$ cat config.mk
export PLATFORM = sky130hd
export DESIGN_NAME = prf_back
export DESIGN_NICKNAME = d
export VERILOG_FILES = /design/src/rtl/core/prf_pkg.sv /design/src/rtl/core/prf_back.sv
export SDC_FILE = /design/constraint.sdc
export NUM_CORES = 1
export LEC_CHECK = 0
export BUFFER_PORTS_ARGS = -buffer_cell sky130_fd_sc_hd__buf_4
export CAP_MARGIN = 20
export CORE_MARGIN = 4
export CORE_UTILIZATION = 47
export CTS_CLUSTER_SIZE = 30
export DETAILED_ROUTE_END_ITERATION = 10
export PLACE_DENSITY = 0.65
export SLEW_MARGIN = 20
export SYNTH_ARGS = -nofsm -noshare
export SYNTH_HDL_FRONTEND = slang
export SYNTH_SLANG_ARGS = --single-unit
export TNS_END_PERCENT = 30
$ cat constraint.sdc
create_clock -name clk -period 7.15 [get_ports clk]
set_clock_uncertainty 0.05 [all_clocks]
set_input_delay 0.715 -clock clk [delete_from_list [all_inputs] [get_ports clk]]
set_output_delay 0.715 -clock clk [all_outputs]
set_load 0.01 [all_outputs]
$ cat src/rtl/core/prf_pkg.sv
// Shared constants, codes and beat types of the packet ring FIFO.
// Depends on nothing; used by every module of the block except the RAM.
`default_nettype none

package prf_pkg;

    localparam int SLOT_COUNT  = 16;
    localparam int SNAP_BYTES  = 2048;
    localparam int STORE_DEPTH = SLOT_COUNT * SNAP_BYTES;

    localparam int ADDR_W = $clog2(STORE_DEPTH);
    localparam int SLOT_W = (SLOT_COUNT > 1) ? $clog2(SLOT_COUNT) : 1;
    localparam int CNT_W  = $clog2(SLOT_COUNT + 1);
    localparam int OFF_W  = $clog2(SNAP_BYTES + 1);

    localparam int OP_W     = 2;
    localparam int BYTE_W   = 8;
    localparam int STATUS_W = 3;
    localparam int LEN_W    = 12;
    localparam int DROP_W   = 64;
    localparam int QUEUED_W = 5;

    localparam int QUEUE_DEPTH = 4;
    localparam int QPTR_W      = $clog2(QUEUE_DEPTH);
    localparam int QCNT_W      = $clog2(QUEUE_DEPTH + 1);

    typedef enum logic [OP_W-1:0] {
        OP_PUSH  = 2'd0,
        OP_POP   = 2'd1,
        OP_CLOSE = 2'd2
    } op_t;

    typedef enum logic [STATUS_W-1:0] {
        ST_ACCEPTED       = 3'd0,
        ST_DROPPED        = 3'd1,
        ST_DELIVERED      = 3'd2,
        ST_EMPTY          = 3'd3,
        ST_CLOSED_DRAINED = 3'd4
    } status_t;

    typedef struct packed {
        status_t             status;
        logic                eop;
        logic [LEN_W-1:0]    plen;
        logic [DROP_W-1:0]   drop;
        logic [QUEUED_W-1:0] queued;
        logic                rd_en;
    } desc_t;

    typedef struct packed {
        status_t             status;
        logic [BYTE_W-1:0]   data;
        logic                eop;
        logic [LEN_W-1:0]    plen;
        logic [DROP_W-1:0]   drop;
        logic [QUEUED_W-1:0] queued;
    } res_t;

    function automatic logic [ADDR_W-1:0] store_addr(input logic [SLOT_W-1:0] slot,
                                                     input logic [OFF_W-1:0] offset);
        return ADDR_W'(slot) * ADDR_W'(SNAP_BYTES) + ADDR_W'(offset);
    endfunction

    function automatic logic [SLOT_W-1:0] next_slot(input logic [SLOT_W-1:0] slot);
        return (slot == SLOT_W'(SLOT_COUNT - 1)) ? '0 : slot + SLOT_W'(1);
    endfunction

endpackage

`default_nettype wire

$ cat src/rtl/core/prf_back.sv
// Back part: aligns each classified beat with the byte store read data and
// queues the finished results toward the response port. Depends on prf_pkg.
`default_nettype none

module prf_back (
    input  wire logic                        clk,
    input  wire logic                        rst_n,
    input  wire logic                        desc_valid,
    input  wire prf_pkg::desc_t              desc,
    input  wire logic [prf_pkg::BYTE_W-1:0]  ram_q,
    output logic                             take_ok,
    output logic                             rsp_valid,
    input  wire logic                        rsp_stall,
    output prf_pkg::res_t                    res
);

    logic                        stage_valid_reg;
    prf_pkg::desc_t              stage_reg;
    prf_pkg::res_t               queue_reg [prf_pkg::QUEUE_DEPTH];
    logic [prf_pkg::QPTR_W-1:0]  wr_ptr_reg, wr_ptr_next;
    logic [prf_pkg::QPTR_W-1:0]  rd_ptr_reg, rd_ptr_next;
    logic [prf_pkg::QCNT_W-1:0]  count_reg, count_next;
    logic [prf_pkg::QCNT_W:0]    committed;
    logic                        push;
    logic                        pop;
    prf_pkg::res_t               stage_res;

    always_comb
    begin
        stage_res.status = stage_reg.status;
        stage_res.data   = stage_reg.rd_en ? ram_q : '0;
        stage_res.eop    = stage_reg.eop;
        stage_res.plen   = stage_reg.plen;
        stage_res.drop   = stage_reg.drop;
        stage_res.queued = stage_reg.queued;
    end

    assign committed = (prf_pkg::QCNT_W + 1)'(count_reg)
                     + (prf_pkg::QCNT_W + 1)'(stage_valid_reg);
    assign take_ok   = (committed < (prf_pkg::QCNT_W + 1)'(prf_pkg::QUEUE_DEPTH));

    assign rsp_valid = (count_reg != '0);
    assign push      = stage_valid_reg;
    assign pop       = rsp_valid && !rsp_stall;

    always_comb
    begin
        wr_ptr_next = push ? wr_ptr_reg + prf_pkg::QPTR_W'(1) : wr_ptr_reg;
        rd_ptr_next = pop ? rd_ptr_reg + prf_pkg::QPTR_W'(1) : rd_ptr_reg;
        count_next  = count_reg + prf_pkg::QCNT_W'(push) - prf_pkg::QCNT_W'(pop);
    end

    always_ff @(posedge clk or negedge rst_n)
    begin
        if (!rst_n)
        begin
            stage_valid_reg <= 1'b0;
            wr_ptr_reg      <= '0;
            rd_ptr_reg      <= '0;
            count_reg       <= '0;
        end
        else
        begin
            stage_valid_reg <= desc_valid;
            wr_ptr_reg      <= wr_ptr_next;
            rd_ptr_reg      <= rd_ptr_next;
            count_reg       <= count_next;
        end
    end

    always_ff @(posedge clk)
    begin
        if (desc_valid)
        begin
            stage_reg <= desc;
        end
        if (push)
        begin
            queue_reg[wr_ptr_reg] <= stage_res;
        end
    end

    assign res = queue_reg[rd_ptr_reg];

endmodule

`default_nettype wire

# [Word level (Yosys, flattened, before mapping)]
# Memory sizes are Yosys's and may differ from the RTL's.
# Index checks and enable logic that the tools add are counted.
[op_classes] add_sub_neg=5 magnitude_cmp=1 muxes=3 n_reduce_logical=3
[op_table] op="$mux W8" n=1
[op_table] op="$add A2 B1 Y2 const B" n=2
[op_table] op="$add A3 B1 Y4" n=1
[op_table] op="$lt A4 B3 Y1 const B" n=1
[op_table] op="$add A3 B1 Y3" n=1
[op_table] op="$reduce_bool A3 Y1" n=1
[op_table] op="$sub A3 B1 Y3" n=1
[op_table] op="$mux W1" n=2
[op_table] op="$logic_and A1 B1 Y1" n=1
[op_table] op="$logic_not A1 Y1" n=1
[totals] reg_bits=94 ramBits=372 inputBits=98 output_inout_bits=95 word_cells=23 memories=1
[memory_table] name="queue_reg" words=4 word_bits=93 rd=1 rd_ports_with_merged_regs=0 wr=1 line="prf_back.sv:19" rtl="prf_pkg::res_t queue_reg [prf_pkg::QUEUE_DEPTH];"

# [Longest topological paths before layout]
# Gate-level depths: netlist (run 1).
[depth] ltp_word=3 mapped_depth=8 mapped_depth_nobuf=8

# [Worst setup path after synthesis (run 1)]
# No wires, ideal clock.
[synth_timing] path_type="register -> register" startpoint="reg wr_ptr_reg[0] (netlist bit)" endpoint="mem queue_reg[0][0] (netlist bit) (enable)" setup_time_ps=462 arrival_ps=2775 required_ps=6638 setup_slack_ps=3863 stages_incl_launch_ff=4 path_buffers=0 synth_period_minus_slack_ps=3287 path_cell_list="dfrtp_1 -> inv_1 -> ha_1 -> and2_1"
[synth_rtl] element="start, declared" line="prf_back.sv:20" rtl="logic [prf_pkg::QPTR_W-1:0] wr_ptr_reg, wr_ptr_next;"
[synth_rtl] element="start signal, assigned" line="prf_back.sv:65" rtl="wr_ptr_reg <= wr_ptr_next;"
[synth_rtl] element="end, declared" line="prf_back.sv:19"
# Straight into the memory's write port.

==> flow_metrics.env, run 1 <==
export IMPL_layout_cells_most_common="sky130_fd_sc_hd__edfxtp_1"
export IMPL_grt_remaining_overflow=0
export IMPL_core_region_area_sq_mm=0.0346
export IMPL_grt_pass1_vias=8059
export IMPL_startpoint="rd_ptr_reg[0]"
export IMPL_timing_critical_path_from_type="flip-flop"
export IMPL_pin_count=193
export IMPL_timing_max_transition_violations_final=0
export IMPL_grt_first_pass_wirelength_microns=47900
export IMPL_pre_cts_slack_ns=3.92
export IMPL_route_vias_total=7163
export IMPL_power_leakage_nw=6.83
export IMPL_place_congestion=0.784
export IMPL_fin_crit_sh_pct=51.6
export IMPL_layout_nets=955
export IMPL_final_cell_mix="sky130_fd_sc_hd__edfxtp_1, sky130_fd_sc_hd__buf_4, sky130_fd_sc_hd__mux4_2"
export IMPL_finalSetupViolations=0
export IMPL_place_detailed_hpwl_microns=17800
export IMPL_post_drt_wl_per_cell_microns=23.1
export IMPL_crit_path_end_kind="output port"
export IMPL_areaGrowthSynthToFinish_pct=20.9
export IMPL_diodes=0
export IMPL_maxCapViolCount=0
export IMPL_yosys_cell_types_count=23
export IMPL_cts_tree="yes"
export IMPL_final_count_of_hold_timing_violations=0
export IMPL_period_needed_ns=3.69
export IMPL_finalSetupTns_ns=0
export IMPL_critPathRequiredTime_ns=6.38
export IMPL_fmax_mhz=271
export IMPL_p_per_area_mw_per_mm2=414
export IMPL_die_width_microns=196
export IMPL_status="finished clean"
export IMPL_insertion_delay_ns=0.54
export IMPL_max_slew_margin_pct=26.9
export IMPL_synth_ff_latch_count=466
export IMPL_clk_path_buf_depth=3
export IMPL_clock_tree_root_cell="sky130_fd_sc_hd__clkbuf_16"
export IMPL_firstDrtPassIters=5
export IMPL_end_of_the_critical_path="res[44]"
export IMPL_rsz0062_at_grt="false"
export IMPL_die_h_microns=196
export IMPL_synth_seq_area_share_pct=84.3
export IMPL_cts_buffers=47
export IMPL_h_tree_depth=2
export IMPL_largest_vdd_supply_drop_mv=0.272
export IMPL_drt_initial_drc_count=408
export IMPL_avgSynthCellArea_sq_um=26.6
export IMPL_antenna_found_initial=1
export IMPL_floorplan_initialDensity_pct=47.8
export IMPL_cts_sink_count=466
export IMPL_worst_slack_ns=3.46
export IMPL_start_to_end_type_of_the_worst_setup_path="reg -> out"
export IMPL_placement_rows=68
export IMPL_worst_setup_hold_path_clk_slew_ns=0.06
export IMPL_yosysWarningCount=0
export IMPL_vias_per_cell=5.34
export IMPL_grt_start_max_net_pins=72
export IMPL_synth_fp_nets=727
export IMPL_ff2ff_path_depth=4
export IMPL_final_layout_size_suffix_gt1_share_pct=41.5
export IMPL_path_max_fanout=42
export IMPL_largest_register_ff_count=372
export IMPL_place_port_buffers=192
export IMPL_drt_drc_violations_left=0
export IMPL_wirelength_microns=31000
export IMPL_least_margin_pin_slew_ns=1.10
export IMPL_ant_nets=0
export IMPL_hold_path_class="in -> reg"
export IMPL_die_footprint_sq_mm=0.0383
export IMPL_grtUsageTotal_pct=16.4
export IMPL_timing_rr_start="wr_ptr_reg[0]"
export IMPL_r2r_setup_slack_ns=4.63
export IMPL_syn_inst=621
export IMPL_worstPathArrival_ns=2.93
export IMPL_critical_path_reg2reg_endpoint="queue_reg[0][34]"
export IMPL_synth_cell_area_sq_mm=0.0165
export IMPL_post_cts_resized_instances=0
-- Yosys cell counts --
cell | n | share of area [%]
sky130_fd_sc_hd__clkbuf_1 | 1 | 0.023
sky130_fd_sc_hd__inv_1 | 7 | 0.16
sky130_fd_sc_hd__o21ai_0 | 1 | 0.030
sky130_fd_sc_hd__buf_2 | 7 | 0.21
sky130_fd_sc_hd__mux4_2 | 93 | 13
sky130_fd_sc_hd__xor2_1 | 4 | 0.21
sky130_fd_sc_hd__nor2_1 | 2 | 0.045
sky130_fd_sc_hd__buf_8 | 1 | 0.091
sky130_fd_sc_hd__nand4b_1 | 1 | 0.053
sky130_fd_sc_hd__fa_1 | 1 | 0.12
sky130_fd_sc_hd__nor3b_1 | 1 | 0.045
sky130_fd_sc_hd__buf_1 | 3 | 0.068
sky130_fd_sc_hd__buf_6 | 1 | 0.068
sky130_fd_sc_hd__buf_4 | 4 | 0.18
sky130_fd_sc_hd__buf_12 | 5 | 0.60
sky130_fd_sc_hd__a21oi_1 | 1 | 0.030
sky130_fd_sc_hd__dfrtp_1 | 8 | 1.2
sky130_fd_sc_hd__and2_1 | 12 | 0.45
sky130_fd_sc_hd__o211ai_1 | 1 | 0.045
sky130_fd_sc_hd__edfxtp_1 | 458 | 83
sky130_fd_sc_hd__ha_1 | 7 | 0.53
sky130_fd_sc_hd__nor3_1 | 1 | 0.030
sky130_fd_sc_hd__nand2_1 | 1 | 0.023
-- critical path: stages (launching register included) --
cell and delay [ns]:
sky130_fd_sc_hd__dfrtp_4 0.73, sky130_fd_sc_hd__buf_4 0.75, sky130_fd_sc_hd__mux4_2 0.62, sky130_fd_sc_hd__buf_4 0.16
-- power breakdown --
part           internal, mW  switching [mW]
registers              3.55           0.207
clock network          1.47           0.973
logic                  1.05            1.04
total                  6.06            2.22
-- logic make-up after synthesis --
group | after synthesis | share of synthesized area [%]
AOI/OAI and AO/OA | 3 | 0.106
and+or+nand+nor | 18 | 0.650
adders and majority gates | 8 | 0.650
xor gates and xnor gates | 4 | 0.212
muxes | 93 | 12.7
buffers and inverters | 29 | 1.41
DFF | 466 | 84.3
-- final cells by class --
class / count / area [sq um]
Inverter: 7 / 26.3
Tap cell: 455 / 569
Clock inverter: 30 / 309
Fill cell: 2489 / 14600
Multi-Input combinational cell: 126 / 2370
Timing Repair Buffer: 201 / 1520
Sequential cell: 466 / 14000
Clock buffer: 56 / 1250
-- stage by stage --
stage          utilization (%)  instances  hold slack [ns]  power (mW)  area (sq um)
6_report                  57.8       1341            0.294        8.28         20000
5_1_grt                   57.8       1341            0.259        8.68         20000
4_1_cts                   57.8       1341            0.258        8.42         20000
3_5_place_dp              53.2       1254            0.433        5.97         18400
3_3_place_gp              53.2       1254            0.412        5.90         18400
2_1_floorplan                -        621            0.369        5.05         16500
-- how the worst min path moves through the flow --
stage	startpoint	to	slack [ns]	depth (start not counted)
2_1_floorplan	rst_n	count_reg[0]	0.37	0
3_3_place_gp	stage_reg[13]	queue_reg[0][12]	0.41	0
3_5_place_dp	stage_reg[69]	queue_reg[1][68]	0.43	0
4_1_cts	desc[77]	stage_reg[77]	0.26	1
5_1_grt	desc[75]	stage_reg[75]	0.26	1
6_report	desc[52]	stage_reg[52]	0.29	1
-- layer usage --
| metal | track usage [%] | part of all wire [%] | vias to the layer above |
|---|---|---|---|
| met5 | 0 | 0.042 | - |
| met4 | 4.09 | 1.6 | 2 |
| met3 | 5.12 | 7.7 | 43 |
| met2 | 26.8 | 50 | 231 |
| met1 | 21.8 | 41 | 3794 |
| li1 | - | - | 3093 |
-- what timing repair did --
action / 4_1_cts / 5_1_grt
endpoints found under the hold margin: 8 / 0
setup buffers: 0 / 0
hold buffers: 1 / 0
(Power assumes the default switching activity.)
==> run 2: changes to the inputs <==
==> constraint.sdc (replaced) <==
create_clock -name clk -period 3.7 [get_ports clk]
set_clock_uncertainty 0.05 [all_clocks]
set_input_delay 0.37 -clock clk [delete_from_list [all_inputs] [get_ports clk]]
set_output_delay 0.37 -clock clk [all_outputs]
set_load 0.01 [all_outputs]
==> flow_metrics.env, run 2 (synthesis results as in run 1) <==
export IMPL_die_width_microns=196
export IMPL_period_needed_ns=3.01
export IMPL_power_switching_mw=4.33
export IMPL_final_count_of_hold_timing_violations=0
export IMPL_sequentialPowerShare_pct=45.2
export IMPL_startpoint="rd_ptr_reg[0]"
export IMPL_ant_nets=0
export IMPL_p_sw_share_pct=26.8
export IMPL_r2r_setup_slack_ns=1.34
export IMPL_maxCapViolCount=0
export IMPL_critical_path_max_stage_delay_ns=0.92
export IMPL_diodes=0
export IMPL_clk_path_buf_depth=3
export IMPL_crit_path_end_kind="output port"
export IMPL_layout_cells_most_common="sky130_fd_sc_hd__edfxtp_1"
export IMPL_rsz0062_at_grt="false"
export IMPL_hold_path_class="in -> reg"
export IMPL_wirelength_microns=31300
export IMPL_timing_max_transition_violations_final=0
export IMPL_layout_nets=1045
export IMPL_grt_first_pass_wirelength_microns=48700
export IMPL_worstPathArrival_ns=2.59
export IMPL_worst_setup_hold_path_clk_slew_ns=0.06
export IMPL_cts_buffers=46
export IMPL_power_leakage_nw=7.25
export IMPL_pwr_share_comb_pct=25.4
export IMPL_status="finished clean"
export IMPL_placement_rows=68
export IMPL_post_cts_resized_instances=0
export IMPL_finalSetupTns_ns=0
export IMPL_grt_start_max_net_pins=50
export IMPL_final_layout_size_suffix_gt1_share_pct=38.7
export IMPL_pin_count=193
export IMPL_post_drt_wl_per_cell_microns=21.8
export IMPL_largest_vdd_supply_drop_mv=0.533
export IMPL_finalCoreUtilization_pct=60.6
export IMPL_grt_pass1_vias=8191
export IMPL_antenna_found_initial=2
export IMPL_place_detailed_hpwl_microns=18300
export IMPL_grt_remaining_overflow=0
export IMPL_seqCellArea_sq_mm=0.0140
export IMPL_timing_rr_start="count_reg[1]"
export IMPL_multiInputGateArea_sq_mm=0.00237
export IMPL_core_region_area_sq_mm=0.0346
export IMPL_fillCellCount=2355
export IMPL_drt_drc_violations_left=0
export IMPL_final_cell_mix="sky130_fd_sc_hd__edfxtp_1, sky130_fd_sc_hd__buf_4, sky130_fd_sc_hd__mux4_2"
export IMPL_critPathRequiredTime_ns=3.28
export IMPL_cts_tree="yes"
export IMPL_route_vias_total=7396
export IMPL_h_tree_depth=2
export IMPL_areaGrowthSynthToFinish_pct=26.9
export IMPL_timing_critical_path_from_type="flip-flop"
export IMPL_clkPwrFrac_pct=29.4
export IMPL_floorplan_initialDensity_pct=47.8
export IMPL_start_to_end_type_of_the_worst_setup_path="reg -> out"
export IMPL_p_per_area_mw_per_mm2=771
export IMPL_firstDrtPassIters=5
export IMPL_insertion_delay_ns=0.55
export IMPL_path_max_fanout=34
export IMPL_least_margin_pin_slew_ns=0.843
export IMPL_fmax_mhz=333
export IMPL_grtUsageTotal_pct=16.5
export IMPL_hold_path_startpoint="rsp_stall"
export IMPL_p_int_mw=11.9
export IMPL_finalSetupViolations=0
export IMPL_fin_crit_sh_pct=81.3
export IMPL_cts_sink_count=466
export IMPL_place_congestion=0.734
export IMPL_drt_initial_drc_count=427
export IMPL_place_port_buffers=192
export IMPL_max_slew_margin_pct=43.8
export IMPL_largest_register_ff_count=372
export IMPL_die_footprint_sq_mm=0.0383
export IMPL_critical_path_slowest_stage_cell="sky130_fd_sc_hd__dfrtp_4"
export IMPL_clock_tree_root_cell="sky130_fd_sc_hd__clkbuf_16"
export IMPL_die_h_microns=196
export IMPL_vias_per_cell=5.16
export IMPL_worstPathCellList="buf_12, mux4_2, buf_4"
[run 2: cell count changes in the layout (fill, tap and decap cells not counted), sizes merged]
cell | before | now
dlygate4sd3 | 1 | 87
buf | 200 | 205
clkbuf | 56 | 51
bufinv | 6 | 8
clkinvlp | 4 | 6
inv | 9 | 10
[run 2: area by class of cell]
cell class	instances	area share, %
Sequential cell	466	66.5
Timing Repair Buffer	292	11.9
Multi-Input combinational cell	126	11.3
Clock buffer	51	5.57
Tap cell	455	2.71
Clock inverter	35	1.92
Inverter	7	0.125
[run 2: metal layers]
metal | part of all wire, % | global-route usage (%)
met1 | 42 | 23.0
met2 | 50 | 27.0
met3 | 6.3 | 4.07
met4 | 1.4 | 3.47
met5 | 0.067 | 0
[run 2: power by group through the flow]
stage | clock (mW) | sequential, mW | combinational [mW]
after CTS | 4.87 | 7.35 | 4.25
final | 4.75 | 7.32 | 4.12
after floorplan | 0 | 7.18 | 2.59
after global routing | 5.12 | 7.43 | 4.43
after detailed placement | 0 | 7.46 | 4.15
after global placement | 0 | 7.38 | 4.12
[run 2: path summary, 6_finish.rpt]
path	endpoint	depth (start not counted)
setup reg to reg	count_reg[2]	8
hold / removal	rd_ptr_reg[1]	3
max in group asynchronous	rd_ptr_reg[1]	2
setup / recovery	res[79]	3
min in group asynchronous	count_reg[1]	2
hold reg to reg	queue_reg[2][25]	0
[run 2: critical path, delay by kind of cell (launching register included)]
family / cells / cell delay (ns)
flip-flops: 1 / 0.92
multiplexers: 1 / 0.57
buffers and inverters: 2 / 0.49
[run 2: stage by stage]
stage / area, sq um / hold slack [ns] / power (mW) / setup WS [ns] / std cells
after floorplan: 16500 / 0.0244 / 9.77 / 0.413 / 621
after global placement: 18600 / 0.137 / 11.5 / 1.20 / 1259
after detailed placement: 18600 / 0.144 / 11.6 / 1.18 / 1259
after CTS: 21000 / 0.0599 / 16.5 / 0.568 / 1432
after global routing: 21000 / 0.0822 / 17.0 / 0.477 / 1432
final: 21000 / 0.100 / 16.2 / 0.693 / 1432
[run 2: what timing repair did]
item	4_1_cts	5_1_grt
hold buffers	87	0
buffers inserted	0	0
hold endpoints to repair	94	0
