<file path="src/rtl/core/prf_pkg.sv">
// Shared constants, codes and beat types of the packet ring FIFO.
// Depends on nothing; used by every module of the block except the RAM.
`default_nettype none

package prf_pkg;

    localparam int SLOT_COUNT  = 16;
    localparam int SNAP_BYTES  = 2048;
    localparam int STORE_DEPTH = SLOT_COUNT * SNAP_BYTES;

    localparam int ADDR_W = $clog2(STORE_DEPTH);
    localparam int SLOT_W = (SLOT_COUNT > 1) ? $clog2(SLOT_COUNT) : 1;
    localparam int CNT_W  = $clog2(SLOT_COUNT + 1);
    localparam int OFF_W  = $clog2(SNAP_BYTES + 1);

    localparam int OP_W     = 2;
    localparam int BYTE_W   = 8;
    localparam int STATUS_W = 3;
    localparam int LEN_W    = 12;
    localparam int DROP_W   = 64;
    localparam int QUEUED_W = 5;

    localparam int QUEUE_DEPTH = 4;
    localparam int QPTR_W      = $clog2(QUEUE_DEPTH);
    localparam int QCNT_W      = $clog2(QUEUE_DEPTH + 1);

    typedef enum logic [OP_W-1:0] {
        OP_PUSH  = 2'd0,
        OP_POP   = 2'd1,
        OP_CLOSE = 2'd2
    } op_t;

    typedef enum logic [STATUS_W-1:0] {
        ST_ACCEPTED       = 3'd0,
        ST_DROPPED        = 3'd1,
        ST_DELIVERED      = 3'd2,
        ST_EMPTY          = 3'd3,
        ST_CLOSED_DRAINED = 3'd4
    } status_t;

    typedef struct packed {
        status_t             status;
        logic                eop;
        logic [LEN_W-1:0]    plen;
        logic [DROP_W-1:0]   drop;
        logic [QUEUED_W-1:0] queued;
        logic                rd_en;
    } desc_t;

    typedef struct packed {
        status_t             status;
        logic [BYTE_W-1:0]   data;
        logic                eop;
        logic [LEN_W-1:0]    plen;
        logic [DROP_W-1:0]   drop;
        logic [QUEUED_W-1:0] queued;
    } res_t;

    function automatic logic [ADDR_W-1:0] store_addr(input logic [SLOT_W-1:0] slot,
                                                     input logic [OFF_W-1:0] offset);
        return ADDR_W'(slot) * ADDR_W'(SNAP_BYTES) + ADDR_W'(offset);
    endfunction

    function automatic logic [SLOT_W-1:0] next_slot(input logic [SLOT_W-1:0] slot);
        return (slot == SLOT_W'(SLOT_COUNT - 1)) ? '0 : slot + SLOT_W'(1);
    endfunction

endpackage

`default_nettype wire

</file>
<file path="src/rtl/core/prf_front.sv">
// Front part: accepts request beats, keeps the ring pointers, flags and drop count,
// and issues the byte store access. Depends on prf_pkg.
`default_nettype none

module prf_front (
    input  wire logic                            clk,
    input  wire logic                            rst_n,
    input  wire logic                            req_valid,
    output logic                                 req_stall,
    input  wire logic [prf_pkg::OP_W-1:0]        operation,
    input  wire logic [prf_pkg::BYTE_W-1:0]      data_byte,
    input  wire logic                            has_byte,
    input  wire logic                            last_byte,
    input  wire logic                            take_ok,
    output logic                                 desc_valid,
    output prf_pkg::desc_t                       desc,
    output logic                                 ram_wr_en,
    output logic [prf_pkg::ADDR_W-1:0]           ram_wr_addr,
    output logic [prf_pkg::BYTE_W-1:0]           ram_wr_data,
    output logic                                 ram_rd_en,
    output logic [prf_pkg::ADDR_W-1:0]           ram_rd_addr
);

    logic [prf_pkg::SLOT_W-1:0] head_reg, head_next;
    logic [prf_pkg::SLOT_W-1:0] tail_reg, tail_next;
    logic [prf_pkg::CNT_W-1:0]  total_reg, total_next;
    logic                       closed_reg, closed_next;
    logic [prf_pkg::DROP_W-1:0] drop_reg, drop_next;
    logic [prf_pkg::OFF_W-1:0]  woff_reg, woff_next;
    logic [prf_pkg::OFF_W-1:0]  roff_reg, roff_next;
    logic                       in_pkt_reg, in_pkt_next;
    logic                       disc_reg, disc_next;

    logic [prf_pkg::OFF_W-1:0]  slot_len_reg [prf_pkg::SLOT_COUNT];

    logic                       accept;
    logic                       start;
    logic                       slot_full;
    logic                       drop_now;
    logic                       room;
    logic                       len_we;
    logic                       wr_en;
    logic                       rd_en;
    logic [prf_pkg::OFF_W-1:0]  woff_eff;
    logic [prf_pkg::OFF_W-1:0]  woff_new;
    logic [prf_pkg::OFF_W-1:0]  len_head;
    logic [prf_pkg::OFF_W-1:0]  roff_inc;
    prf_pkg::desc_t             d;

    assign accept    = req_valid && take_ok;
    assign req_stall = !take_ok;

    assign slot_full = (total_reg == prf_pkg::CNT_W'(prf_pkg::SLOT_COUNT));
    assign start     = !in_pkt_reg && !disc_reg;
    assign drop_now  = start && (closed_reg || slot_full);
    assign woff_eff  = start ? '0 : woff_reg;
    assign room      = (woff_eff < prf_pkg::OFF_W'(prf_pkg::SNAP_BYTES));
    assign woff_new  = (has_byte && room) ? woff_eff + prf_pkg::OFF_W'(1) : woff_eff;
    assign len_head  = slot_len_reg[head_reg];
    assign roff_inc  = (roff_reg < len_head) ? roff_reg + prf_pkg::OFF_W'(1) : roff_reg;

    always_comb
    begin
        head_next   = head_reg;
        tail_next   = tail_reg;
        total_next  = total_reg;
        closed_next = closed_reg;
        drop_next   = drop_reg;
        woff_next   = woff_reg;
        roff_next   = roff_reg;
        in_pkt_next = in_pkt_reg;
        disc_next   = disc_reg;
        len_we      = 1'b0;
        wr_en       = 1'b0;
        rd_en       = 1'b0;
        d           = '0;
        d.status    = prf_pkg::ST_ACCEPTED;
        if (accept)
        begin
            unique case (operation)
                prf_pkg::OP_PUSH:
                begin
                    if (drop_now || disc_reg)
                    begin
                        d.status  = prf_pkg::ST_DROPPED;
                        disc_next = !last_byte;
                        if (drop_now)
                        begin
                            drop_next = drop_reg + prf_pkg::DROP_W'(1);
                        end
                    end
                    else
                    begin
                        wr_en = has_byte && room;
                        if (last_byte)
                        begin
                            len_we      = 1'b1;
                            tail_next   = prf_pkg::next_slot(tail_reg);
                            total_next  = total_reg + prf_pkg::CNT_W'(1);
                            in_pkt_next = 1'b0;
                            woff_next   = '0;
                        end
                        else
                        begin
                            in_pkt_next = 1'b1;
                            woff_next   = woff_new;
                        end
                    end
                end
                prf_pkg::OP_POP:
                begin
                    if (total_reg == '0)
                    begin
                        d.status = closed_reg ? prf_pkg::ST_CLOSED_DRAINED
                                              : prf_pkg::ST_EMPTY;
                    end
                    else
                    begin
                        d.status = prf_pkg::ST_DELIVERED;
                        d.plen   = prf_pkg::LEN_W'(len_head);
                        rd_en    = (roff_reg < len_head);
                        if (roff_inc >= len_head)
                        begin
                            d.eop      = 1'b1;
                            roff_next  = '0;
                            head_next  = prf_pkg::next_slot(head_reg);
                            total_next = total_reg - prf_pkg::CNT_W'(1);
                        end
                        else
                        begin
                            roff_next = roff_inc;
                        end
                    end
                end
                prf_pkg::OP_CLOSE:
                begin
                    closed_next = 1'b1;
                end
                default:
                begin
                end
            endcase
        end
        d.rd_en  = rd_en;
        d.drop   = drop_next;
        d.queued = prf_pkg::QUEUED_W'(total_next);
    end

    always_ff @(posedge clk or negedge rst_n)
    begin
        if (!rst_n)
        begin
            head_reg   <= '0;
            tail_reg   <= '0;
            total_reg  <= '0;
            closed_reg <= 1'b0;
            drop_reg   <= '0;
            woff_reg   <= '0;
            roff_reg   <= '0;
            in_pkt_reg <= 1'b0;
            disc_reg   <= 1'b0;
        end
        else
        begin
            head_reg   <= head_next;
            tail_reg   <= tail_next;
            total_reg  <= total_next;
            closed_reg <= closed_next;
            drop_reg   <= drop_next;
            woff_reg   <= woff_next;
            roff_reg   <= roff_next;
            in_pkt_reg <= in_pkt_next;
            disc_reg   <= disc_next;
        end
    end

    always_ff @(posedge clk)
    begin
        if (len_we)
        begin
            slot_len_reg[tail_reg] <= woff_new;
        end
    end

    assign desc_valid  = accept;
    assign desc        = d;
    assign ram_wr_en   = wr_en;
    assign ram_wr_addr = prf_pkg::store_addr(tail_reg, woff_eff);
    assign ram_wr_data = data_byte;
    assign ram_rd_en   = rd_en;
    assign ram_rd_addr = prf_pkg::store_addr(head_reg, roff_reg);

endmodule

`default_nettype wire

</file>
<file path="config.mk">
export PLATFORM = sky130hd
export DESIGN_NAME = prf_front
export DESIGN_NICKNAME = d
export VERILOG_FILES = /design/src/rtl/core/prf_pkg.sv /design/src/rtl/core/prf_front.sv
export SDC_FILE = /design/constraint.sdc
export NUM_CORES = 1
export LEC_CHECK = 0
export BUFFER_PORTS_ARGS = -buffer_cell sky130_fd_sc_hd__clkbuf_2
export CORE_ASPECT_RATIO = 0.75
export CORE_MARGIN = 2
export CORE_UTILIZATION = 60
export CTS_CLUSTER_SIZE = 30
export DETAILED_ROUTE_END_ITERATION = 10
export GPL_TIMING_DRIVEN = 0
export PLACE_DENSITY = 0.81
export SLEW_MARGIN = 20
export SYNTH_ARGS = -nofsm -noshare
export SYNTH_HDL_FRONTEND = slang
export SYNTH_SLANG_ARGS = --single-unit
</file>
<file path="constraint.sdc">
create_clock -name clk -period 12.04 [get_ports clk]
set_clock_uncertainty 0.15 [all_clocks]
set_input_delay 2.408 -clock clk [delete_from_list [all_inputs] [get_ports clk]]
set_output_delay 2.408 -clock clk [all_outputs]
set_load 0.05 [all_outputs]
</file>
# After elaboration in Yosys (flattened, before gate mapping)
# Memories as Yosys holds them, arrays and structs flattened.
# Cells that the tools add are included.
[totals]
output_inout_bits = 128
elab_cells = 85
ff_bits = 104
input_bits = 16
mem_bits_rw = 192
mem_count = 1
[mem_list]
columns = ["memory", "depth", "width", "rd", "rd_ports_with_merged_regs", "wr", "line", "rtl"]
rows = [
  ["slot_len_reg", 16, 12, 1, 0, 1, "prf_front.sv:34", "logic [prf_pkg::OFF_W-1:0] slot_len_reg [prf_pkg::SLOT_COUNT];"],
]
[classes]
order_cmp = 3
muxes = 38
n_eq_ne = 5
addsub = 9
n_reduce_logical = 18
bitwise = 2
[op_table]
columns = ["operator", "n"]
rows = [
  ["$mux 64", 4],
  ["$add 64x1->64 const B", 1],
  ["$mux 12", 5],
  ["$add 15x12->15", 2],
  ["$mux 13", 2],
  ["$mux 5", 5],
  ["$add 12x1->12 const B", 2],
  ["$mux 16", 1],
  ["$mux 1", 15],
  ["$ge 12x12->1", 1],
  ["$lt 12x12->1", 1],
  ["$lt 12x12->1 const B", 1],
  ["$pmux 5 s2", 1],
  ["$reduce_and 3->1", 3],
  ["$add 4x1->4 const B", 2],
  ["$eq 4x4->1 const B", 2],
  ["$mux 4", 2],
  ["$reduce_and 4->1", 2],
  ["$mux 3", 2],
  ["$pmux 3 s2", 1],
  ["$add 5x1->5 const B", 1],
  ["$eq 5x5->1 const B", 1],
  ["$logic_not 5->1", 1],
  ["$sub 5x1->5 const B", 1],
  ["other kinds (8)", 16],
]

# Depth between registers and ports, before layout
# Gate-level depths: netlist of the first run.
[depth]
ltp_word = 9
ltp_mapped = 24
ltp_nobuf = 18

# Worst setup path after synthesis of the first run
# No wires, ideal clock.
[synth_timing]
path_kind = "register to output"
start = "reg head_reg[0] (netlist bit)"
end = "out desc[4] (netlist bit)"
required_ns = 9.482
arrival_ns = 6.056
n_path_buf = 5
path_stages_with_launch = 24
path_slack_ns = 3.426
cell_sequence = "dfrtp_1 buf_2 buf_2 buf_2 mux4_2 nand2_1 nand2_1 a21oi_1 ha_1 a21o_1 a2111o_1 o2bb2ai_1 o211ai_2 buf_4 buf_6 nor2_1 xor2_1 ha_1 a21oi_1 a21o_1 a21boi_1 o21ai_0 xor2_1 o21ai_0"
[synth_rtl]
columns = ["element", "line", "rtl"]
rows = [
  ["start, declared", "prf_front.sv:24", "logic [prf_pkg::SLOT_W-1:0] head_reg, head_next;"],
  ["start signal, assigned", "prf_front.sv:165", "head_reg <= head_next;"],
  ["end, declared", "prf_front.sv:16", "output prf_pkg::desc_t desc,"],
]

==> results.md, run 1 <==
- Max-slew violations: 0
- Final WS setup: 1.71 ns
- Cell type contributing the most total cell area after synthesis: sky130_fd_sc_hd__edfxtp_1
- Number of filler instances in the final layout: 1507
- Pint: 2160 uW
- Arrival time reported for the critical path endpoint: 7.77 ns
- Chain of cells forming the critical path: buf_2, buf_2, buf_2, mux4_2, nand2_1, nand2_1, a21oi_1, ha_1, and4_1, a221oi_1, o211ai_2, buf_4, buf_6, nor2_1, xor2_1, ha_1, a21oi_1, a21o_1, a21boi_1, o21ai_0, a221o_1, a31oi_1, clkbuf_2
- Post-CTS setup-driven buffer insertion count: 0
- Net switching power: 1240 uW
- Number of cells produced by synthesis: 1088
- Half-perimeter wire length after detailed placement: 24600 um
- Max frequency: 0.0968 GHz
- Portion of the clock cycle consumed by the worst path in the final layout: 0.858
- Power per Cell Area: 208 mW/mm^2
- Post-route minimum period: 10.33 ns
- Storage cell area: 0.00837 sq mm
- Seq pwr share: 0.356
- Flip-flop count of the largest register, all copies and words added: 192
- Leakage: 0.00658 uW
- Count of distinct cell types in the synthesized netlist: 72
- Min-Delay Path Class: flip-flop to flip-flop
- Cell type group with the largest total delay on the critical path: compound AO/OA/AOI/OAI gates
- Most common cell in the synthesized netlist: sky130_fd_sc_hd__edfxtp_1
- Total setup violations reported at the end of the flow: 0
- Async set or reset register ratio after synthesis: 0.351
- Share of final-layout standard cells stronger than drive strength 1: 0.250
- Die span in x: 181 um
- Area growth from synthesis to layout: 16.4%
- Number of buffers inserted during clock tree synthesis: 28
- Power share of the clock group: 0.297
- Max VDD drop: 0.147 mV
- Initial DRC count: 1073
- Synth cell count leaders: 192 x sky130_fd_sc_hd__edfxtp_1, 135 x sky130_fd_sc_hd__nand2_1, 104 x sky130_fd_sc_hd__dfrtp_1
- Combinational group share of total power: 0.347
- Maximum number of pins on one net before global-route repair: 69
- Slew at the pin with the worst max-slew slack: 1.15 ns
- Number of placed instances with taps included: 1529
- Number of H-tree levels: 1
- Run status: complete, no violations
- Worst endpoint required time: 9.48 ns
- # rows: 48
- Worst Path Max Fanout: 10
- Leading cell types by total area after synthesis: sky130_fd_sc_hd__edfxtp_1 41%, sky130_fd_sc_hd__dfrtp_1 19%, sky130_fd_sc_hd__mux4_2 7.7%
- Total vias in the final route: 9980
- Antenna violations before repair: 0
- Number of iterations in the first detailed-routing pass: 5
- Number of global-route vias before repair: 9701
- Most used cell along the critical path: sky130_fd_sc_hd__buf_2
- Worst stage delay on the critical path: 0.64 ns
- Total routed wirelength: 36000 um
- Routed wirelength normalized by instance count: 22.8 um
- Clock transition at path regs: 0.07 ns
- Overflow left after global routing: 0
- Max-cap violation count: 0
- Ys Warns: 0
- Count of flip-flops with a built-in enable after synthesis: 192
- Unrepaired setup endpoints after global routing: no
- Worst path slowest cell: sky130_fd_sc_hd__a21boi_1
- Total track usage: 0.291
- Synthesized flop and latch total: 296
- Leading register cell type out of synthesis: sky130_fd_sc_hd__edfxtp_1
- Cell area after synthesis: 0.0140 sq mm
- Die Area: 0.0246 sq mm
- Initial core utilization: 0.610
- Hold violation total from the final report: 0
- # DRC: 0
- Switching power as a share of total power: 0.364
- Final weighted congestion in routability-driven placement: 0.903
- Height of the die: 136 um
- Io pins: 144
- Syn_area_per_cell: 12.9 sq um
- Number of cells in the finished layout apart from fillers: 1581
- Portion of synthesized cell area occupied by the leading cell type: 0.411
- Detail Route Antenna Nets: 0
- Nets: 1312
- Placeable core region: 0.0230 sq mm
- Post-placement worst setup slack: 2.48 ns
- First-pass GRT wire length: 54800 um
- Clock tree from TritonCTS: yes
- Multi-input gate area in the final layout: 0.00533 sq mm
- Synth Net Count: 1141
- Maximum clock insertion buffer count: 3
- Via density per instance: 6.31
- Crit Path Category: flip-flop to primary output
- Post-CTS Resized: 0
- Total of hold buffers inserted after clock tree synthesis: 0
- Antenna diode count: 0
- Buffers on Ports: 135
- Buffers and inverters on the worst path: 6
- Kind of end point of the critical path: primary output
- Sequential element share of the synthesized area: 0.597
- Root cell of the clock tree: sky130_fd_sc_hd__clkbuf_16
- Clock sink count: 296
- Startpoint Class: flip-flop
- Clock Latency Late Sink: 0.58 ns
- Slew HR: 0.230
- Total Negative Setup Slacks: 0 ns
## cell families after synthesis
family          after synthesis  share of synthesized area
fa+ha+maj                    37                     0.0330
simple gates                392                      0.140
mux                          55                     0.0823
compound gates              126                     0.0591
flops                       296                      0.597
xor+xnor                     93                     0.0581
buf+inv                      89                     0.0313
## power by group through the flow
stage / clock (uW) / sequential [uW] / combinational, uW
6_report: 1010 / 1210 / 1180
2_1_floorplan: 0 / 1210 / 860
3_3_place_gp: 0 / 1220 / 1110
4_1_cts: 1010 / 1210 / 1170
5_1_grt: 1050 / 1210 / 1280
3_5_place_dp: 0 / 1230 / 1150
## area by class of cell
class                           count  share of cell area
Inverter                           27             0.00621
Clock buffer                       31              0.0442
Tap cell                          300              0.0230
Clock inverter                     21              0.0206
Timing Repair Buffer              141              0.0464
Multi-Input combinational cell    703               0.326
Sequential cell                   296               0.513
Buffer                             62              0.0207
## metrics by stage
step           total power [uW]  hold WS, ns  utilization  cell area (sq um)
5_1_grt                    3540        0.353        0.710              16300
6_report                   3400        0.311        0.710              16300
2_1_floorplan              2070        0.314            -              14000
3_5_place_dp               2380        0.300        0.662              15200
4_1_cts                    3380        0.314        0.708              16300
3_3_place_gp               2330        0.303        0.655              15100
## layout by cell type (no fill, tap or decap), drive strengths merged, types with 3 or more instances in the layout
| cell | instances |
|---|---|
| o41ai | 6 |
| mux4 | 48 |
| inv | 28 |
| a31o | 3 |
| nor2b | 11 |
| mux2 | 3 |
| nor3b | 3 |
| xor2 | 34 |
| xnor2 | 59 |
| or3 | 5 |
| and2 | 9 |
| or2 | 8 |
| a21oi | 38 |
| or4 | 9 |
| and4 | 8 |
| mux2i | 4 |
| nand2 | 135 |
| ha | 37 |
| edfxtp | 192 |
| nand4 | 21 |
| nor4 | 9 |
| clkinvlp | 3 |
| nand2b | 7 |
| nor3 | 18 |
| a31oi | 3 |
| clkbuf | 191 |
| o211ai | 13 |
| nor2 | 78 |
| a21o | 4 |
| buf | 43 |
| bufinv | 8 |
| nand3 | 49 |
| dfrtp | 104 |
| o21ai | 32 |
| and3 | 14 |
| clkinv | 9 |
| o31ai | 6 |
## per-layer routing
metal / share of wire / track usage
met5: 0 / 0
met4: 0.026 / 0.0811
met3: 0.10 / 0.0667
met2: 0.46 / 0.451
met1: 0.41 / 0.419
## path summary, 6_finish.rpt
| kind | slack [ns] | from | depth (start not counted) | to |
|---|---|---|---|---|
| max in group asynchronous | 9.43 | rst_n | 2 | woff_reg[6] |
| min reg2reg | 0.31 | drop_reg[63] | 1 | drop_reg[63] |
| max reg2reg | 4.66 | head_reg[0] | 22 | head_reg[3] |
| min in group asynchronous | 1.63 | rst_n | 1 | roff_reg[7] |
| max | 1.71 | head_reg[0] | 23 | desc[2] |
| min | 0.31 | drop_reg[63] | 1 | drop_reg[63] |
(Power assumes the default switching activity.)
==> run 2: changes to the inputs <==
RECOVER_POWER = 25   (was default)
==> run 2 against run 1 <==
Net effect:
- the flow now finishes with violations (capacitance limit, slew limit)
- routed wire length down 0.16%
- via count is 0.16% lower
- cell count stayed put
- combinational power is essentially flat
- core utilization decreased by 0.36 points
==> results.md, run 2 (same netlist as run 1, synthesis figures left out) <==
- Number of iterations in the first detailed-routing pass: 6 (+1)
- Kind of end point of the critical path: primary output
- Number of global-route vias before repair: 9701 (unchanged)
- Commonest non-fill, non-tap cell in the layout: sky130_fd_sc_hd__edfxtp_1
- Min-Delay Path Class: flip-flop to flip-flop
- Min-Delay Path Depth: 1 (unchanged)
- Final weighted congestion in routability-driven placement: 0.903 (unchanged)
- Flip-flop count of the largest register, all copies and words added: 192 (unchanged)
- Number of buffers inserted during clock tree synthesis: 28 (unchanged)
- Worst r2r path cells: 22 (unchanged)
- # DRC: 0 (unchanged)
- Worst path slowest cell: sky130_fd_sc_hd__a21boi_1
- Total vias in the final route: 9964 (-0.16%)
- Nets: 1312 (unchanged)
- Chain of cells forming the critical path: buf_2, buf_2, buf_2, mux4_2, nand2_1, nand2_1, a21oi_1, ha_1, and4_1, a221oi_1, o211ai_2, buf_4, buf_6, nor2_1, xor2_1, ha_1, a21oi_1, a21o_1, a21boi_1, o21ai_0, a221o_1, a31oi_1, clkbuf_2
- Placeable core region: 0.0230 sq mm (unchanged)
- Antenna violations before repair: 0 (unchanged)
- Clock Latency Late Sink: 0.58 ns (about the same)
- Number of H-tree levels: 1 (unchanged)
- Clock sink count: 296 (unchanged)
- Max-slew violations: 107 (+107)
- Portion of the clock cycle consumed by the worst path in the final layout: 0.855 (-0.00259)
- Most used cell along the critical path: sky130_fd_sc_hd__buf_2
- Seq pwr share: 0.357 (about the same)
- Post-CTS Resized: 0 (unchanged)
- Via density per instance: 6.30 (-0.16%)
- Root cell of the clock tree: sky130_fd_sc_hd__clkbuf_16
- Antenna diode count: 0 (unchanged)
- Net switching power: 1230 uW (-0.30%)
- Max VDD drop: 0.147 mV (about the same)
- Power per Cell Area: 209 mW/mm^2 (+0.28%)
- Global routing usage on met3: 0.0667 (unchanged)
- Post-CTS setup-driven buffer insertion count: 0 (unchanged)
- Met1 track demand over resource in global routing: 0.419 (unchanged)
- Startpoint Class: flip-flop
- Most heavily used metal layer in global routing: met2
- Max frequency: 0.0971 GHz (+0.30%)
- Maximum clock insertion buffer count: 3 (unchanged)
- Worst stage delay on the critical path: 0.64 ns (about the same)
- Combinational group share of total power: 0.346 (about the same)
- Total of hold buffers inserted after clock tree synthesis: 0 (unchanged)
- Unrepaired setup endpoints after global routing: no
- Reg2reg start: head_reg[0]
- Initial DRC count: 1113 (+3.7%)
- Post-route minimum period: 10.30 ns (-0.0312 ns)
- Leakage: 0.00652 uW (-0.82%)
- Top library cells by usage in the layout, fill and taps aside: 192 x sky130_fd_sc_hd__edfxtp_1, 135 x sky130_fd_sc_hd__nand2_1, 132 x sky130_fd_sc_hd__clkbuf_2, 104 x sky130_fd_sc_hd__dfrtp_1, 65 x sky130_fd_sc_hd__nor2_1
- Arrival time reported for the critical path endpoint: 7.74 ns (-0.03 ns)
- Area growth from synthesis to layout: 15.8%
- Clock tree from TritonCTS: yes
- Io pins: 144 (unchanged)
- Worst Path Max Fanout: 10 (unchanged)
- Pint: 2160 uW (-0.20%)
- Met2 demand-to-capacity share in global routing: 0.451 (unchanged)
- Crit Path Category: flip-flop to primary output
- Overflow left after global routing: 0 (unchanged)
- Hold path startpoint: drop_reg[63]
- # rows: 48 (unchanged)
- Clock transition at path regs: 0.07 ns (about the same)
- Initial core utilization: 0.610 (unchanged)
- Half-perimeter wire length after detailed placement: 24600 um (unchanged)
- First-pass GRT wire length: 54800 um (unchanged)
- Util after Layout: 0.706 (-0.00365)
- Routed wirelength normalized by instance count: 22.7 um (-0.16%)
- Power share of the clock group: 0.297 (about the same)
- Total setup violations reported at the end of the flow: 0 (unchanged)
- Run status: finished, violations left
- Total routed wirelength: 35900 um (-0.16%)
- Max-cap violation count: 2 (+2)
- Detail Route Antenna Nets: 0 (unchanged)
- Violated checks: capacitance limit, slew limit
- Maximum number of pins on one net before global-route repair: 69 (unchanged)
- Slew HR: -1.65 (-1.88)
- Share of final-layout standard cells stronger than drive strength 1: 0.240 (-0.0101)
- Buffers on Ports: 135 (unchanged)
- Switching power as a share of total power: 0.364 (about the same)
- Slew at the pin with the worst max-slew slack: 3.98 ns (+2.83 ns)
- Die span in x: 181 um (unchanged)
- Launch point of the critical path: head_reg[0]
- Worst endpoint required time: 9.48 ns (about the same)
- Die Area: 0.0246 sq mm (unchanged)
- Total track usage: 0.291 (unchanged)
- Hold violation total from the final report: 0 (unchanged)
- Total Negative Setup Slacks: 0 ns (unchanged)
- Height of the die: 136 um (unchanged)
[run 2: cell types whose count changed in the layout (fill, tap and decap cells not counted), sizes merged]
cell | before | now
buf | 43 | 41
clkbuf | 191 | 193
[run 2: worst paths after layout]
kind                                     end  slack, ns
worst min register to register  drop_reg[63]       0.31
worst max-delay path                 desc[2]       1.74
worst min-delay path            drop_reg[63]       0.31
worst max register to register   head_reg[3]       4.69
max in group asynchronous        woff_reg[6]       4.84
min in group asynchronous        roff_reg[7]       2.27
[run 2: cell type report]
cell class                 count  area [sq um]
timing repair buffer         141           716
tap                          300           375
clock inverter                21           337
inverter                      27           101
sequential                   296          8370
multi-input combinational    703          5280
fill                        1525          6760
buffer                        62           338
clock buffer                  31           722
[run 2: routing by layer]
layer	vias up	routed length, um
met1	4944	15100
li1	4357	-
met4	0	958
met3	84	3470
met5	-	0
met2	579	16500
[run 2: per-stage QoR]
step,worst slack (ns),instance area [sq um],hold WS [ns],instances,power (uW)
after floorplan,3.43,14000,0.314,1088,2070
after global placement,2.59,15100,0.303,1523,2330
final,1.74,16200,0.311,1581,3390
after CTS,1.85,16300,0.314,1581,3380
after global routing,1.36,16200,0.353,1581,3540
after detailed placement,2.48,15200,0.300,1529,2380
[run 2: power groups by stage]
stage	Combinational (uW)	Clock, uW	Sequential [uW]
2_1_floorplan	860	0	1210
3_3_place_gp	1110	0	1220
3_5_place_dp	1150	0	1230
4_1_cts	1170	1010	1210
5_1_grt	1270	1050	1210
6_report	1170	1010	1210
[run 2: critical path: cells and delay by family (launching register included)]
family          cells  cell delay (ns)
compound gates      9             2.90
buf+inv             6             1.82
fa+ha+maj           2             0.72
simple gates        4             0.62
mux                 1             0.57
flops               1             0.42
xor+xnor            1             0.13
==> run 3: changes to the inputs <==
PLACE_DENSITY = 0.79   (was 0.81)
==> run 3 against run 2 <==
Net effect:
- the flow still finishes with violations (capacitance limit, slew limit)
- register-to-register slack improved by 0.07 ns
- setup slack improved by 0.15 ns
- highest routed layer unchanged
- cell count is 0.13% higher
- via count is 1.1% lower
- core utilization shrank 0.37 points
- critical path type unchanged
==> results.md, run 3 (same netlist as run 1, synthesis figures left out) <==
- Run status: finished, violations left
- Violated checks: capacitance limit, slew limit
- Final weighted congestion in routability-driven placement: 0.883 (-2.2%)
- Antenna diode count: 0 (unchanged)
- Maximum clock insertion buffer count: 3 (unchanged)
- Total setup violations reported at the end of the flow: 0 (unchanged)
- Post-placement worst setup slack: 2.72 ns (+0.234 ns)
- Initial core utilization: 0.610 (unchanged)
- Slew HR: -1.95 (-0.291)
- Buffers on Ports: 135 (unchanged)
- Max-slew violations: 82 (-23%)
- Io pins: 144 (unchanged)
- Clock tree from TritonCTS: yes
- Leakage: 0.00649 uW (-0.46%)
- Total Negative Setup Slacks: 0 ns (unchanged)
- Placeable core region: 0.0230 sq mm (unchanged)
- Buffers and inverters on the worst path: 5 (-1)
- # DRC: 0 (unchanged)
- FF-to-FF End: roff_reg[5]
- Initial DRC count: 1125 (+1.1%)
- Worst Path Max Fanout: 10 (unchanged)
- Chain of cells forming the critical path: buf_1, buf_1, mux4_2, nand2_1, a21oi_1, a21oi_1, ha_1, and4_1, a221oi_1, o211ai_2, buf_4, buf_6, nor2_1, xor2_1, ha_1, nand3_1, a21o_1, a21boi_1, o21ai_0, a221o_1, a31oi_1, clkbuf_2
- Worst path slowest cell: sky130_fd_sc_hd__buf_1
- Arrival time reported for the critical path endpoint: 7.59 ns (-0.15 ns)
- Worst-case hold path end point: drop_reg[63]
- Max-cap violation count: 1 (-1)
- Post-route minimum period: 10.14 ns (-0.155 ns)
- Half-perimeter wire length after detailed placement: 24000 um (-2.3%)
- Routed wirelength normalized by instance count: 22.0 um (-3.1%)
- Nets: 1314 (+0.15%)
- Number of iterations in the first detailed-routing pass: 5 (-1)
- Number of filler instances in the final layout: 1590 (+4.3%)
- Total of hold buffers inserted after clock tree synthesis: 0 (unchanged)
- Number of buffers inserted during clock tree synthesis: 28 (unchanged)
- Overflow left after global routing: 0 (unchanged)
- Clock Latency Late Sink: 0.56 ns (-0.02 ns)
- Height of the die: 136 um (unchanged)
- Worst-case register-to-register setup slack: 4.76 ns (+0.07 ns)
- Multi-input gate area in the final layout: 0.00529 sq mm (+0.12%)
- Power per Cell Area: 203 mW/mm^2 (-2.6%)
- Antenna violations before repair: 0 (unchanged)
- # rows: 48 (unchanged)
- Max VDD drop: 0.138 mV (-6.2%)
- Crit Path Category: flip-flop to primary output
- Root cell of the clock tree: sky130_fd_sc_hd__clkbuf_16
- Max frequency: 0.0986 GHz (+1.5%)
- Storage cell area: 0.00837 sq mm (unchanged)
- Flip-flop count of the largest register, all copies and words added: 192 (unchanged)
- Power Total: 3280 uW (-3.1%)
- Worst r2r path cells: 22 (unchanged)
- Number of H-tree levels: 1 (unchanged)
- Clock sink count: 296 (unchanged)
- Hold violation total from the final report: 0 (unchanged)
- Post-CTS Resized: 0 (unchanged)
- Launch point of the critical path: head_reg[2]
- Worst stage delay on the critical path: 0.67 ns (+0.03 ns)
- Area growth from synthesis to layout: 15.2%
- Portion of the clock cycle consumed by the worst path in the final layout: 0.843 (-0.0129)
- Unrepaired setup endpoints after global routing: no
- Reg2reg start: head_reg[2]
- Detail Route Antenna Nets: 0 (unchanged)
- Cell type group with the largest total delay on the critical path: compound AO/OA/AOI/OAI gates
- Via density per instance: 6.22 (-1.2%)
- First-pass GRT wire length: 53100 um (-3.2%)
- Number of global-route vias before repair: 9270 (-4.4%)
- Slew at the pin with the worst max-slew slack: 4.42 ns (+0.437 ns)
- Clock transition at path regs: 0.07 ns (about the same)
- Die span in x: 181 um (unchanged)
- Total vias in the final route: 9854 (-1.1%)
- Maximum number of pins on one net before global-route repair: 82 (+19%)
- Final WS setup: 1.90 ns (+0.155 ns)
- Total routed wirelength: 34900 um (-3.0%)
- Die Area: 0.0246 sq mm (unchanged)
- Worst endpoint required time: 9.48 ns (about the same)
- Kind of end point of the critical path: primary output
- Commonest non-fill, non-tap cell in the layout: sky130_fd_sc_hd__edfxtp_1
- Startpoint Class: flip-flop
- Min-Delay Path Class: flip-flop to flip-flop
- Min-Delay Path Depth: 1 (unchanged)
- Share of final-layout standard cells stronger than drive strength 1: 0.240 (+0.000406)
- Top library cells by usage in the layout, fill and taps aside: 192 x sky130_fd_sc_hd__edfxtp_1, 135 x sky130_fd_sc_hd__nand2_1, 132 x sky130_fd_sc_hd__clkbuf_2, 104 x sky130_fd_sc_hd__dfrtp_1, 63 x sky130_fd_sc_hd__nor2_1
- Total track usage: 0.282 (-0.00919)
- Post-CTS setup-driven buffer insertion count: 0 (unchanged)
- Hold path startpoint: drop_reg[63]
run 3: changes by cell type in the layout (fill, tap and decap cells not counted), sizes merged:
cell	change
bufinv	-4
inv	-1
clkinv	+4
clkinvlp	-1
clkbuf	+2
buf	+2
run 3: per-stage QoR:
stage                     hold WS (ns)  cells  instance area, sq um  utilization
after global placement           0.300   1523                 15100        0.655
after CTS                        0.312   1583                 16200        0.704
after detailed placement         0.302   1531                 15300        0.663
after global routing             0.355   1583                 16200        0.702
after floorplan                  0.314   1088                 14000            -
final                            0.306   1583                 16200        0.702
run 3: per-layer routing:
metal,GRT usage,routed length (um),share of wire,up-vias
li1,-,-,-,4358
met1,0.442,15300,0.44,4902
met2,0.417,15700,0.45,537
met4,0.0596,670,0.019,0
met3,0.0498,3180,0.091,57
met5,0,0,0,-
run 3: area by class of cell:
type / count / share of cell area
Multi-Input combinational cell: 703 / 0.327
Clock buffer: 33 / 0.0452
Buffer: 62 / 0.0209
Sequential cell: 296 / 0.518
Tap cell: 300 / 0.0232
Clock inverter: 19 / 0.0131
Timing Repair Buffer: 143 / 0.0459
Inverter: 27 / 0.00627
run 3: how the worst max path moves through the flow:
stage          endpoint  slack, ns  depth (start not counted)
2_1_floorplan   desc[4]       3.43                         23
3_3_place_gp    desc[2]       2.72                         23
3_5_place_dp    desc[2]       2.72                         23
4_1_cts         desc[2]       2.05                         23
5_1_grt         desc[2]       1.45                         24
6_report        desc[2]       1.90                         22
run 3: report_power, final:
part	switching [uW]	total [uW]	internal (uW)	leakage, uW
Combinational	767	1170	401	0.00298
Sequential	56.3	1210	1150	0.00306
Clock	389	910	520	0.000454
Total	1210	3280	2070	0.00649
